--- config.mk ---
export PLATFORM = sky130hd
export DESIGN_NAME = signed_int_to_decimal_ascii_unit
export DESIGN_NICKNAME = d
export VERILOG_FILES = /design/src/rtl/core/sidau_pkg.sv /design/src/rtl/core/sidau_front.sv /design/src/rtl/core/sidau_queue.sv /design/src/rtl/core/sidau_back.sv /design/src/rtl/core/signed_int_to_decimal_ascii_unit.sv
export SDC_FILE = /design/constraint.sdc
export NUM_CORES = 1
export LEC_CHECK = 0
export BUFFER_PORTS_ARGS = -buffer_cell sky130_fd_sc_hd__buf_4
export CAP_MARGIN = 20
export CORE_MARGIN = 10
export CORE_UTILIZATION = 25
export DETAILED_ROUTE_END_ITERATION = 6
export SYNTH_ARGS = -nofsm -noshare
export SYNTH_HDL_FRONTEND = slang
export SYNTH_SLANG_ARGS = --single-unit
--- constraint.sdc ---
create_clock -name clk -period 15.7 [get_ports clk]
set_input_delay 0.785 -clock clk [delete_from_list [all_inputs] [get_ports clk]]
set_output_delay 0.785 -clock clk [all_outputs]
set_load 0.1 [all_outputs]
--- src/rtl/core/sidau_pkg.sv ---
// Package: beat types, constants and helpers for the decimal ASCII unit.
`timescale 1ns / 1ps

package sidau_pkg;

  localparam int VALUE_BITS_DEF = 32;
  localparam int IN_VALUE_W     = 32;
  localparam int COUNT_W        = 31;
  localparam int CHAR_W         = 8;
  // queue depth, power of two so pointers wrap on their own
  localparam int Q_DEPTH        = 2;

  localparam logic [COUNT_W-1:0] COUNT_MAX   = {COUNT_W{1'b1}};
  localparam logic [CHAR_W-1:0]  ASCII_ZERO  = 8'h30;
  localparam logic [CHAR_W-1:0]  ASCII_NINE  = 8'h39;
  localparam logic [CHAR_W-1:0]  ASCII_MINUS = 8'h2D;

  typedef struct packed {
    logic [IN_VALUE_W-1:0] value;
    logic [COUNT_W-1:0]    count_before;
  } in_beat_t;

  typedef struct packed {
    logic [CHAR_W-1:0]  char_byte;
    logic               last;
    logic [COUNT_W-1:0] count_after;
  } out_beat_t;

  typedef struct packed {
    logic full;
    logic empty;
  } q_stat_t;

  typedef enum logic [1:0] {
    BK_IDLE,
    BK_CONV,
    BK_EMIT
  } bk_state_t;

  // upper bound on decimal digits of a magnitude up to 2^(vb-1)
  function automatic int max_digits(input int vb);
    return ((vb * 1233) >> 12) + 1;
  endfunction

endpackage

--- src/rtl/core/sidau_front.sv ---
// Front stage: takes a beat, sign-extends and forms the magnitude, pushes to the queue.
`timescale 1ns / 1ps

module sidau_front import sidau_pkg::*; #(
  parameter int VALUE_BITS = VALUE_BITS_DEF,
  parameter int ENTRY_W    = VALUE_BITS + COUNT_W + 1
) (
  input  logic               clk,
  input  logic               rst_n,
  input  logic               start,
  output logic               busy,
  input  in_beat_t           in_beat,
  input  q_stat_t            q_stat,
  output logic               push,
  output logic [ENTRY_W-1:0] push_data
);

  localparam int EXT_W = (VALUE_BITS > IN_VALUE_W) ? VALUE_BITS : IN_VALUE_W;

  logic                  vld_r, vld_nxt;
  logic [VALUE_BITS-1:0] mag_r, mag_nxt;
  logic                  neg_r, neg_nxt;
  logic [COUNT_W-1:0]    cnt_r, cnt_nxt;

  logic signed [EXT_W-1:0] ext;
  logic [VALUE_BITS-1:0]   raw;
  logic                    accept;

  assign ext    = EXT_W'($signed(in_beat.value));
  assign raw    = ext[VALUE_BITS-1:0];
  assign busy   = vld_r & q_stat.full;
  assign accept = start & ~busy;
  assign push   = vld_r & ~q_stat.full;
  assign push_data = {neg_r, mag_r, cnt_r};

  always_comb begin
    vld_nxt = accept | (vld_r & ~push);
    mag_nxt = mag_r;
    neg_nxt = neg_r;
    cnt_nxt = cnt_r;
    if (accept) begin
      neg_nxt = raw[VALUE_BITS-1];
      mag_nxt = raw[VALUE_BITS-1] ? (~raw + {{(VALUE_BITS-1){1'b0}}, 1'b1}) : raw;
      cnt_nxt = in_beat.count_before;
    end
  end

  always_ff @(posedge clk) begin
    if (!rst_n) begin
      vld_r <= 1'b0;
    end else begin
      vld_r <= vld_nxt;
    end
    mag_r <= mag_nxt;
    neg_r <= neg_nxt;
    cnt_r <= cnt_nxt;
  end

endmodule

--- src/rtl/core/sidau_queue.sv ---
// Short register queue between the front and back stages.
`timescale 1ns / 1ps

module sidau_queue import sidau_pkg::*; #(
  parameter int WIDTH = VALUE_BITS_DEF + COUNT_W + 1
) (
  input  logic             clk,
  input  logic             rst_n,
  input  logic             push,
  input  logic [WIDTH-1:0] push_data,
  input  logic             pop,
  output logic [WIDTH-1:0] pop_data,
  output q_stat_t          q_stat
);

  localparam int PTR_W = (Q_DEPTH > 1) ? $clog2(Q_DEPTH) : 1;
  localparam int CNT_W = $clog2(Q_DEPTH + 1);

  logic [WIDTH-1:0] mem_r [Q_DEPTH];
  logic [PTR_W-1:0] wp_r, wp_nxt;
  logic [PTR_W-1:0] rp_r, rp_nxt;
  logic [CNT_W-1:0] cnt_r, cnt_nxt;
  logic             do_push, do_pop;

  assign q_stat.full  = (cnt_r == CNT_W'(Q_DEPTH));
  assign q_stat.empty = (cnt_r == '0);
  assign do_push  = push & ~q_stat.full;
  assign do_pop   = pop & ~q_stat.empty;
  assign pop_data = mem_r[rp_r];

  always_comb begin
    wp_nxt  = do_push ? wp_r + PTR_W'(1) : wp_r;
    rp_nxt  = do_pop  ? rp_r + PTR_W'(1) : rp_r;
    cnt_nxt = cnt_r;
    if (do_push && !do_pop) begin
      cnt_nxt = cnt_r + CNT_W'(1);
    end else if (do_pop && !do_push) begin
      cnt_nxt = cnt_r - CNT_W'(1);
    end
  end

  always_ff @(posedge clk) begin
    if (!rst_n) begin
      wp_r  <= '0;
      rp_r  <= '0;
      cnt_r <= '0;
    end else begin
      wp_r  <= wp_nxt;
      rp_r  <= rp_nxt;
      cnt_r <= cnt_nxt;
    end
    if (do_push) begin
      mem_r[wp_r] <= push_data;
    end
  end

endmodule

--- src/rtl/core/sidau_back.sv ---
// Back stage: serial shift-add binary to BCD, then one character beat per cycle.
`timescale 1ns / 1ps

module sidau_back import sidau_pkg::*; #(
  parameter int VALUE_BITS = VALUE_BITS_DEF,
  parameter int ENTRY_W    = VALUE_BITS + COUNT_W + 1
) (
  input  logic               clk,
  input  logic               rst_n,
  input  q_stat_t            q_stat,
  input  logic [ENTRY_W-1:0] pop_data,
  output logic               pop,
  output logic               out_strobe,
  output out_beat_t          out_beat
);

  localparam int D     = max_digits(VALUE_BITS);
  localparam int IDX_W = (D > 1) ? $clog2(D) : 1;
  localparam int NDW   = $clog2(D + 1);
  localparam int BC_W  = (VALUE_BITS > 1) ? $clog2(VALUE_BITS) : 1;

  bk_state_t state_r, state_nxt;

  logic [VALUE_BITS-1:0] sh_r, sh_nxt;
  logic [D-1:0][3:0]     bcd_r, bcd_nxt;
  logic [NDW-1:0]        ndig_r, ndig_nxt;
  logic [BC_W-1:0]       bit_r, bit_nxt;
  logic [IDX_W-1:0]      pos_r, pos_nxt;
  logic                  neg_r, neg_nxt;
  logic [COUNT_W-1:0]    cnt_r, cnt_nxt;

  logic [D-1:0][3:0]     adj;
  logic [D*4-1:0]        adj_flat;
  logic [D-1:0][3:0]     bcd_step;
  logic                  grow;
  logic [COUNT_W-1:0]    cnt_inc;
  logic                  conv_done;
  logic                  emit_last;

  always_comb begin
    for (int i = 0; i < D; i++) begin
      adj[i] = (bcd_r[i] >= 4'd5) ? bcd_r[i] + 4'd3 : bcd_r[i];
    end
  end

  assign adj_flat  = adj;
  assign bcd_step  = {adj_flat[D*4-2:0], sh_r[VALUE_BITS-1]};
  assign grow      = (ndig_r < NDW'(D)) && (bcd_step[ndig_r[IDX_W-1:0]] != 4'd0);
  assign cnt_inc   = (cnt_r == COUNT_MAX) ? cnt_r : cnt_r + COUNT_W'(1);
  assign conv_done = (bit_r == '0);
  assign emit_last = ~neg_r && (pos_r == '0);

  // next state
  always_comb begin
    state_nxt = state_r;
    unique case (state_r)
      BK_IDLE: if (!q_stat.empty) state_nxt = BK_CONV;
      BK_CONV: if (conv_done) state_nxt = BK_EMIT;
      BK_EMIT: if (emit_last) state_nxt = BK_IDLE;
      default: state_nxt = BK_IDLE;
    endcase
  end

  // outputs
  always_comb begin
    pop                  = 1'b0;
    out_strobe           = 1'b0;
    out_beat.char_byte   = neg_r ? ASCII_MINUS : ASCII_ZERO + {4'b0000, bcd_r[pos_r]};
    out_beat.last        = emit_last;
    out_beat.count_after = cnt_inc;
    unique case (state_r)
      BK_IDLE: pop = ~q_stat.empty;
      BK_CONV: pop = 1'b0;
      BK_EMIT: out_strobe = 1'b1;
      default: pop = 1'b0;
    endcase
  end

  // datapath
  always_comb begin
    sh_nxt   = sh_r;
    bcd_nxt  = bcd_r;
    ndig_nxt = ndig_r;
    bit_nxt  = bit_r;
    pos_nxt  = pos_r;
    neg_nxt  = neg_r;
    cnt_nxt  = cnt_r;
    unique case (state_r)
      BK_IDLE: begin
        if (!q_stat.empty) begin
          neg_nxt  = pop_data[ENTRY_W-1];
          sh_nxt   = pop_data[COUNT_W +: VALUE_BITS];
          cnt_nxt  = pop_data[COUNT_W-1:0];
          bcd_nxt  = '0;
          ndig_nxt = NDW'(1);
          bit_nxt  = BC_W'(VALUE_BITS - 1);
        end
      end
      BK_CONV: begin
        sh_nxt  = sh_r << 1;
        bcd_nxt = bcd_step;
        bit_nxt = bit_r - BC_W'(1);
        if (grow) begin
          ndig_nxt = ndig_r + NDW'(1);
        end
        if (conv_done) begin
          pos_nxt = IDX_W'(ndig_nxt - NDW'(1));
        end
      end
      BK_EMIT: begin
        cnt_nxt = cnt_inc;
        if (neg_r) begin
          neg_nxt = 1'b0;
        end else begin
          pos_nxt = pos_r - IDX_W'(1);
        end
      end
      default: begin
        sh_nxt = sh_r;
      end
    endcase
  end

  always_ff @(posedge clk) begin
    if (!rst_n) begin
      state_r <= BK_IDLE;
    end else begin
      state_r <= state_nxt;
    end
    sh_r   <= sh_nxt;
    bcd_r  <= bcd_nxt;
    ndig_r <= ndig_nxt;
    bit_r  <= bit_nxt;
    pos_r  <= pos_nxt;
    neg_r  <= neg_nxt;
    cnt_r  <= cnt_nxt;
  end

endmodule

--- src/rtl/core/signed_int_to_decimal_ascii_unit.sv ---
// Top level: signed integer to decimal ASCII, one character beat per cycle while emitting.
// A number taken at start passes the front register and the queue, then the back stage
// pops it, converts it with the one-bit-per-cycle shift-add BCD converter and emits its
// characters, minus sign first.
// A two-entry queue lets the front take up to three numbers ahead; busy shows it is full.
// Results are strobed and cannot be stalled. Synchronous reset empties front, queue and back.
`timescale 1ns / 1ps

module signed_int_to_decimal_ascii_unit import sidau_pkg::*; #(
  parameter int VALUE_BITS = VALUE_BITS_DEF
) (
  input  logic      clk,
  input  logic      rst_n,
  input  logic      start,
  output logic      busy,
  input  in_beat_t  in_beat,
  output logic      out_strobe,
  output out_beat_t out_beat
);

  localparam int ENTRY_W = VALUE_BITS + COUNT_W + 1;

  q_stat_t            q_stat;
  logic               push;
  logic               pop;
  logic [ENTRY_W-1:0] push_data;
  logic [ENTRY_W-1:0] pop_data;

  sidau_front #(
    .VALUE_BITS (VALUE_BITS),
    .ENTRY_W    (ENTRY_W)
  ) u_front (
    .clk       (clk),
    .rst_n     (rst_n),
    .start     (start),
    .busy      (busy),
    .in_beat   (in_beat),
    .q_stat    (q_stat),
    .push      (push),
    .push_data (push_data)
  );

  sidau_queue #(
    .WIDTH (ENTRY_W)
  ) u_queue (
    .clk       (clk),
    .rst_n     (rst_n),
    .push      (push),
    .push_data (push_data),
    .pop       (pop),
    .pop_data  (pop_data),
    .q_stat    (q_stat)
  );

  sidau_back #(
    .VALUE_BITS (VALUE_BITS),
    .ENTRY_W    (ENTRY_W)
  ) u_back (
    .clk        (clk),
    .rst_n      (rst_n),
    .q_stat     (q_stat),
    .pop_data   (pop_data),
    .pop        (pop),
    .out_strobe (out_strobe),
    .out_beat   (out_beat)
  );

endmodule

* Word-level counts from Yosys, hierarchy flattened
Memories as Yosys holds them, arrays and structs flattened. A register that Yosys moved wholly into a read port is not among the register bits.
Index checks and enable logic that the tools add are counted.
** Word-level totals
- Bits in writable memories :: 128
- Memories kept :: 1
- Flip-flop bits (word level) :: 188
- Output and inout port bits :: 42
** Memory list
- u_queue.mem_r :: depth 2, bits a word 64, rd ports 1, clocked after Yosys merged registers in 1, write ports 1, line sidau_queue.sv:19 : logic [WIDTH-1:0] mem_r [Q_DEPTH];
** Cells by class
- Add/sub/neg operators :: 21
- Reductions and logical operators :: 19
- Multiplexer cells :: 46
- Bitwise logic cells :: 13
- $lt $le $gt $ge :: 13
- Eq/ne operators :: 8
** Operators by type and width (number)
- $mux W31 :: 3
- $pmux W40 S2 :: 1
- $mux W4 :: 16
- $pmux W32 S2 :: 1
- $pmux W31 S2 :: 1
- $ge A4 B3 Y1 const B :: 10
- $mux W40 :: 1
- $add A4 B2 Y4 const B :: 9
- $add A32 B1 Y32 const B :: 1
- $bmux W4 S4 :: 2
- $mux W32 :: 1
- $not A32 Y32 :: 1
- $add A31 B1 Y31 const B :: 1
- $eq A31 B31 Y1 const B :: 1
- $pmux W4 S2 :: 2
- $lt A4 B5 Y1 const B :: 2
- $mux W2 :: 5
- $pmux W5 S2 :: 1
- $mux W8 :: 1
- $reduce_bool A2 Y1 :: 4
- $sub A4 B1 Y4 const B :: 2
- $add A6 B4 Y7 const A :: 1
- $mux W1 :: 7
- $and A1 B1 Y1 :: 6
- 25 further kinds :: 40

* Depth between registers and ports, before layout
Gate-level depths: netlist (run 1).
- Depth in word-level cells :: 11
- Depth in mapped cells :: 13
- Depth with buffers taken out :: 13

* Modules after synthesis
A second synthesis (run 1) with hierarchy kept.
** Unflattened totals
- Cell total of the unflattened synthesis :: 1165
- Area, all modules :: 14926.8 um^2
** Modules (own cells, without submodules)
- sidau_back :: times used 1, cells each 769, area an instance 7339.5 um^2, seq. area each 3553.4 um^2
- sidau_queue :: times used 1, cells each 224, area an instance 4870.9 um^2, seq. area each 3943.8 um^2
- sidau_front :: times used 1, cells each 172, area an instance 2716.4 um^2, seq. area each 1941.9 um^2

* Worst setup path after synthesis (run 1)
OpenSTA, ideal clock, no wires.
- Path type :: register to register
- Start point :: register u_back.state_r[1]
- End point :: register u_back.bcd_r[0] (netlist bit), enable pin
- Arrival time :: 4.499 ns
- Period minus slack after synthesis :: 5.020 ns
- Library setup time :: 0.521 ns
- Stages on the path, launching flop included :: 7
- Slack :: 10.680 ns
- Path through :: dfxtp_1 > inv_1 > ha_1 > clkbuf_1 > clkbuf_1 > nor2_1 > nor2_1
** On the way
- Longest elaborated chain between the ends :: 3
** RTL lines
- start, declared :: line sidau_back.sv:22 : bk_state_t state_r, state_nxt;
- start signal, assigned :: line sidau_back.sv:128 : state_r <= state_nxt;
- $eq A2 B1 Y1 / $logic_not A2 Y1 (equally long branches) :: line sidau_back.sv:88 : unique case (state_r)
- $reduce_bool A2 Y1 (no line) / $ne A2 B2 Y1 (equally long branches)
- $reduce_and A2 Y1 (no line) (*)
- end signal, assigned :: line sidau_back.sv:131 : bcd_r <= bcd_nxt;
- end, declared :: line sidau_back.sv:25 : logic [D-1:0][3:0] bcd_r, bcd_nxt;
Mark *: on every way between the ends. The rest lies on a longest branch, timed or not.
A chain may end at the register's enable or synchronous reset.

==> summary.txt, run 1 <==
status: finished clean
Critical Path Most Common Cell: and4_1
fill count: 5699
cell breakdown of the critical path: and4_1 > and2_0 > and4_1 > nand4_1 > and3_1 > nor2b_1 > nor2b_1 > and4_1 > xor2_1 > buf_4
Mean Syn Cell Area: 13.42 µm²
clock share of power: 21.8%
gr usage total: 9.231%
via/cell ratio: 4.411
crit path kind: reg2out
Syn. warnings: 0
#FFs+latches synth: 317
PD cells: 228.8 nW/µm²
clk_skew: 0.01474 ns
largest net degree at the start of global routing: 82
CTS resizes: 0
worst path arrival time: 3.59 ns
max_cap viols: 0
Cells after Synth: 1071
Die ar.: 67500 µm²
Final WS setup: 11.33 ns
CP max FO: 6
Num CTS Buffers: 38
DP HPWL: 20.91 mm
asr flop ratio synth: 0%
vias: 8690
slowest CP cell: edfxtp_1
Slew Limit Headroom: 30.54%
Critical Path Source: u_back.cnt_r[22]$_DFFE_PP_
Largest stage delay, worst path: 0.43 ns
sequential cell area fraction in the yosys report: 65.66%
post-synth top area share: 64.54%
Max clock buf depth: 3
Sum Neg Setup Slack: 0 ns
Worst VDD drop: 0.1825 mV
final setup violation count: 0
RR Startpoint: u_back.bcd_r[16]$_SDFFCE_PN0P_
cell taking the most area after synthesis: edfxtp_1
pre-CTS setup slack: 11.86 ns
final critical-path share of the clock period: 27.84%
Worst-Skew Late Latency: 0.53 ns
clock tree sinks: 317
Layout area overhead: 20.30%
n_diodes: 0
core area: 56710 µm²
Final Slew Violations: 0
Crit path max-delay family: simple AND/OR/NAND/NOR gates
Clk pin slew, worst setup/hold paths: 0.06 ns
die span in y: 259.8 µm
top_reg_cell synth: edfxtp_1
layout cell share with drive strength beyond 1: 16.56%
Finished Layout Cells: 1970
per-cell routed wire length: 15.91 µm
final worst path period need: 4.371 ns
num ports: 108
CTS root buf: clkbuf_16
Buf/Inv on CP: 1
Fin. Hold Viols: 0
H-tree Lvls: 2
static leakage: 5.945 nW
Slew @ Worst Pin: 1.039 ns
RSZ-0062 raised after global routing: no
CTS tree: done
total power draw: 3.957 mW
GPL Wtd Cong: 0.7797
initial antenna violation count: 1
P_int: 2.291 mW
first-pass GRT wire length: 50.03 mm
vias in the first global route: 9001
post-CTS setup buffers: 0
Startpoint Class: flip-flop
Routed Antenna Nets: 0
switching part of the total power: 42.10%
IO Port Bufs: 104
CP endpoint kind: output pin
Total Wirelength: 31.34 mm
f_max: 228.8 MHz
distinct cell type count after synthesis: 63
Comb pwr share: 40.6%
Sequential Power Share: 37.7%
DR DRC count: 0
Iteration-0 DRC Markers: 534
chip width: 259.8 µm
NetSw: 1.666 mW
worst path required time: 14.91 ns
top cells by area, synth: edfxtp_1, mux2i_1, xnor2_1, o21ai_0, ha_1
cell count after placement: 1901
row count: 87
gr ovfl total: 0
TritonRoute pass-1 iters: 5
Post-synth EDFFs: 309
Initial Util: 25.35%
Hold Path Class: in2reg
Nets: 1282
Netlist Area Pre-Place: 14380 µm²
hold_buf cts: 0
hold path start: in_beat[26]
==> registers in the layout (all words and copies together), names as in the netlist, named ones only <==
register        flops
u_queue.cnt_r       2
u_back.neg_r        1
u_front.cnt_r      31
u_back.bit_r        5
u_front.mag_r      32
u_front.neg_r       1
u_queue.rp_r        1
u_back.ndig_r       4
u_back.state_r      2
u_front.vld_r       1
u_back.cnt_r       31
u_queue.mem_r     128
u_back.bcd_r       40
u_queue.wp_r        1
u_back.sh_r        32
u_back.pos_r        4
==> stage by stage <==
| step | utilization, % | hold slack (ns) | area (µm²) |
|---|---|---|---|
| CTS | 30.46 | 0.3855 | 17270 |
| finish | 30.49 | 0.4243 | 17290 |
| global placement | 28.29 | 0.4245 | 16050 |
| floorplan | - | 0.4215 | 14380 |
| global route | 30.49 | 0.3936 | 17290 |
| detailed placement | 28.29 | 0.4296 | 16050 |
==> layer usage <==
metal  vias up  part of all wire [%]  global-route usage (%)  wire length (µm)
met5         -                 0.041                       0                13
met4         2                   2.4                   3.151               754
met3        53                   4.9                   2.431              1533
met2       163                    49                   15.61             15480
met1      4249                    43                   11.20             13550
li1       4223                     -                       -                 -
==> cell usage after synthesis (3+ instances only) <==
cell	count
a211oi_1	11
a21boi_0	3
a21o_1	17
a21oi_1	37
a31oi_1	4
and2_1	13
and3_1	9
and4_1	5
buf_1	4
buf_4	4
clkbuf_1	31
dfxtp_1	8
edfxtp_1	309
ha_1	30
inv_1	31
mux2_2	3
mux2i_1	72
mux4_2	8
nand2_1	99
nand2b_1	14
nand3_1	13
nand4_1	9
nor2_1	73
nor2b_1	12
nor3_1	11
nor3b_1	18
o2111ai_1	4
o21a_1	4
o21ai_0	82
o31ai_1	5
o31ai_2	3
o41ai_1	3
or3_1	7
or3_4	4
or4_1	3
xnor2_1	61
xor2_1	13
==> path summary, 6_finish.rpt <==
path,end,slack (ns),cells after the start
setup / recovery,out_beat[28],11.33,10
hold / removal,u_front.cnt_r[26]$_DFFE_PP_,0.42,1
setup reg to reg,u_back.pos_r[3]$_DFFE_PP_,12.48,12
hold reg to reg,u_queue.mem_r[0][42]$_DFFE_PP_,0.44,0
==> power groups by stage <==
stage / Clock [mW] / Sequential, mW / Combinational (mW)
finish: 0.862 / 1.49 / 1.61
CTS: 0.892 / 1.50 / 1.62
global placement: 0 / 1.50 / 1.58
detailed placement: 0 / 1.51 / 1.61
floorplan: 0 / 1.44 / 1.25
global route: 0.929 / 1.52 / 1.75
==> area by class of cell <==
cell class	instances	area, µm²	share of cell area [%]
Tap cell	756	945.9	5.470
Clock inverter	24	234.0	1.353
Sequential cell	317	9443	54.60
Clock buffer	44	994.7	5.752
Inverter	35	131.4	0.7597
Timing Repair Buffer	113	860.8	4.978
Multi-Input combinational cell	681	4684	27.09
==> layout by cell type, fill, tap and decap left out, types with 7 or more instances in the layout <==
master,n
edfxtp_1,309
buf_4,112
nand2_1,99
o21ai_0,82
mux2i_1,72
nor2_1,70
xnor2_1,61
clkbuf_16,39
a21oi_1,37
inv_1,31
ha_1,28
nor3b_1,18
a21o_1,17
nand2b_1,14
nand3_1,13
and2_1,13
xor2_1,13
clkinv_1,12
a211oi_1,11
nor2b_1,11
nor3_1,11
nand4_1,9
and3_1,8
mux4_2,8
or3_1,7
dfxtp_1,7
==> logic make-up (layout without fill, tap and decap cells) <==
logic type	Yosys count	in the layout	share of synthesized area, %
flops	317	317	65.66
simple gates	300	300	10.42
compound gates	191	191	8.216
mux	83	83	6.501
xor+xnor	74	74	4.508
buf+inv	74	216	2.037
fa+ha+maj	30	30	2.611
other cells	2	3	0.05224
No activity file was read; power rests on OpenSTA's default activity.
==> run 2, diff against run 1 <==
- ABC_AREA: default -> 1
- clock period: 15.7 -> 3.6 ns (I/O delays scaled with it)
==> run 2 against run 1 <==
Power grew to 4.5 times the previous value. Via count up 24%. Register-to-register slack lost 12 ns. Clock power grew to 4.7 times the previous value. Die area increased by 3.1%. Highest routed layer unchanged. Final cell count grew 22%. Critical endpoint is now out_beat[9]. Synthesized cell count grew 33%. Global-route usage up 1.1 points.
==> summary.txt, run 2 <==
status: finished clean
CP max FO: 6
fill count: 5884
Iteration-0 DRC Markers: 806
clock tree sinks: 317
cell taking the most area after synthesis: edfxtp_1
largest net degree at the start of global routing: 82
chip width: 263.8 µm
Comb pwr share: 42.3%
static leakage: 7.166 nW
r2r setup slk: 0.75 ns
Hold Path Class: in2reg
NetSw: 7.918 mW
Initial Util: 25.23%
Max clock buf depth: 3
layout cell share with drive strength beyond 1: 13.63%
#FFs+latches synth: 317
gr usage total: 10.33%
WHS Endpoint: u_front.mag_r[9]$_DFFE_PP_
Synth top cells by count: edfxtp_1, nand2_1, nor2_1, a21oi_1, inv_1
CTS resizes: 0
num ports: 108
commonest non-fill, non-tap cell in the layout: edfxtp_1
vias in the first global route: 10829
vias: 10749
Clk pin slew, worst setup/hold paths: 0.06 ns
Total Wirelength: 37.25 mm
via/cell ratio: 4.475
clk_skew: 0.03166 ns
IO Port Bufs: 104
Largest Register: u_queue.mem_r
Nets: 1699
distinct cell type count after synthesis: 45
Die ar.: 69600 µm²
Sum Neg Setup Slack: 0 ns
DR DRC count: 0
Largest register FFs: 128
CP endpoint kind: output pin
Mean Syn Cell Area: 10.42 µm²
sequential cell area fraction in the yosys report: 63.51%
worst path required time: 3.42 ns
post-synth top area share: 62.43%
placed inst area: 16610 µm²
CTS tree: done
largest registers: u_queue.mem_r: 128 flops, u_back.bcd_r: 40 flops
Post-synth EDFFs: 309
hold path start: in_beat[40]
Sequential Power Share: 35.0%
post-CTS setup buffers: 0
final setup violation count: 0
worst r2r path cells: 15
Syn. warnings: 0
die span in y: 263.8 µm
Worst VDD drop: 0.7523 mV
CTS root buf: clkbuf_16
per-cell routed wire length: 15.51 µm
initial antenna violation count: 1
RR Startpoint: u_back.bcd_r[32]$_SDFFCE_PN0P_
Fin. Hold Viols: 0
GR peak layer: met2
Cells after Synth: 1426
hold-critical path depth: 3
met3 GRT Util: 2.177%
Layout area overhead: 25.28%
final critical-path share of the clock period: 89.77%
final worst path period need: 3.232 ns
hold_buf cts: 64
max_cap viols: 0
RSZ-0062 raised after global routing: no
clock share of power: 22.7%
top_reg_cell synth: edfxtp_1
switching part of the total power: 44.15%
Worst-Skew Late Latency: 0.57 ns
row count: 89
Routed Antenna Nets: 0
Final Slew Violations: 0
Startpoint Class: flip-flop
Netlist Area Pre-Place: 14860 µm²
Num CTS Buffers: 37
f_max: 309.4 MHz
gr ovfl total: 0
GPL Wtd Cong: 0.8745
routing usage on met2: 16.76%
TritonRoute pass-1 iters: 5
Slew @ Worst Pin: 0.9771 ns
worst path arrival time: 3.05 ns
top-count cell post-synth: edfxtp_1
top cells by area, synth: edfxtp_1, nand2_1, a21oi_1, nor2_1, inv_1
Slew Limit Headroom: 34.26%
PD cells: 963.2 nW/µm²
final instance area: 18620 µm²
P_int: 10.02 mW
DP HPWL: 25.39 mm
H-tree Lvls: 2
most frequent cells in the layout: edfxtp_1, nand2_1, nor2_1, a21oi_1, inv_1
n_diodes: 0
GR Util met1: 13.43%
asr flop ratio synth: 0%
RR Endpoint: u_back.pos_r[2]$_DFFE_PP_
crit path kind: reg2out
first-pass GRT wire length: 58.28 mm
core area: 58910 µm²
## run 2: cell types whose count changed in the layout (fill, tap and decap cells not counted), moves of 24 or more
cell,before,now
xor2_1,13,37
mux2i_1,72,5
nand2_1,99,289
xnor2_1,61,15
o21ai_0,82,50
nor2_1,70,165
a21oi_1,37,132
nand3_1,13,77
inv_1,31,127
dlygate4sd3_1,0,64
## run 2: cell families (layout without fill, tap and decap cells)
family          Yosys count  in the layout  synth area share, %
other cells               2              3              0.05053
fa+ha+maj                30             30                2.525
mux                       6              6               0.4125
xor+xnor                 53             53                3.174
simple gates            610            610                17.52
compound gates          227            227                8.115
buf+inv                 181            383                4.697
flops                   317            317                63.51
## run 2: power groups by stage
stage	clock network (mW)	logic (mW)	registers [mW]
after detailed placement	0	7.51	6.34
after global routing	4.35	8.32	6.39
after global placement	0	7.36	6.31
after floorplan	0	5.66	6.04
after CTS	4.19	7.59	6.27
final	4.08	7.58	6.28
## run 2: layout make-up
cell class | count | area [µm²] | area share (%)
well taps | 773 | 967.2 | 5.194
clock inverters | 21 | 374.1 | 2.009
repair buffers | 184 | 1592 | 8.547
multi-input cells | 929 | 4772 | 25.63
flip-flops and latches | 317 | 9440 | 50.70
inverters | 134 | 503.0 | 2.701
clock buffers | 44 | 972.2 | 5.221
## run 2: per-layer routing
metal  share of wire, %  wire, µm
met1                 46     17000
met2                 46     17300
met3                5.3      1992
met4                2.5       941
met5              0.035        13
## run 2: worst max path at each step
stage                                      to                           start
floorplan           u_back.cnt_r[0]$_DFFE_PP_  u_back.state_r[0]$_SDFFE_PN0P_
global placement    u_back.pos_r[2]$_DFFE_PP_  u_back.bcd_r[32]$_SDFFCE_PN0P_
detailed placement  u_back.pos_r[2]$_DFFE_PP_  u_back.bcd_r[32]$_SDFFCE_PN0P_
CTS                               out_beat[9]       u_back.cnt_r[0]$_DFFE_PP_
global route                      out_beat[9]       u_back.cnt_r[0]$_DFFE_PP_
finish                            out_beat[9]       u_back.cnt_r[0]$_DFFE_PP_
## run 2: metrics by stage
| step | hold slack [ns] | setup WS [ns] | utilization [%] | total power, mW | instances |
|---|---|---|---|---|---|
| after detailed placement | 0.3594 | 0.8250 | 28.20 | 13.85 | 2272 |
| after CTS | 0.01099 | 0.2966 | 31.58 | 18.05 | 2401 |
| after global routing | 0.04933 | 0.1455 | 31.61 | 19.06 | 2402 |
| after global placement | 0.3584 | 0.9759 | 28.20 | 13.67 | 2272 |
| final | 0.05620 | 0.3683 | 31.61 | 17.93 | 2402 |
| after floorplan | 0.2789 | 0.05357 | - | 11.70 | 1427 |
## run 2: worst max-delay path, cell delays in order, from the launching register on
cell and delay, ns:
edfxtp_1 0.48, ha_1 0.30, nand2_1 0.10, nor2_1 0.05, nand4_1 0.13, nor2_2 0.07
nand2_2 0.09, nand2_1 0.08, nor2_1 0.25, nand4_1 0.19, xnor2_1 0.35, buf_4 0.38
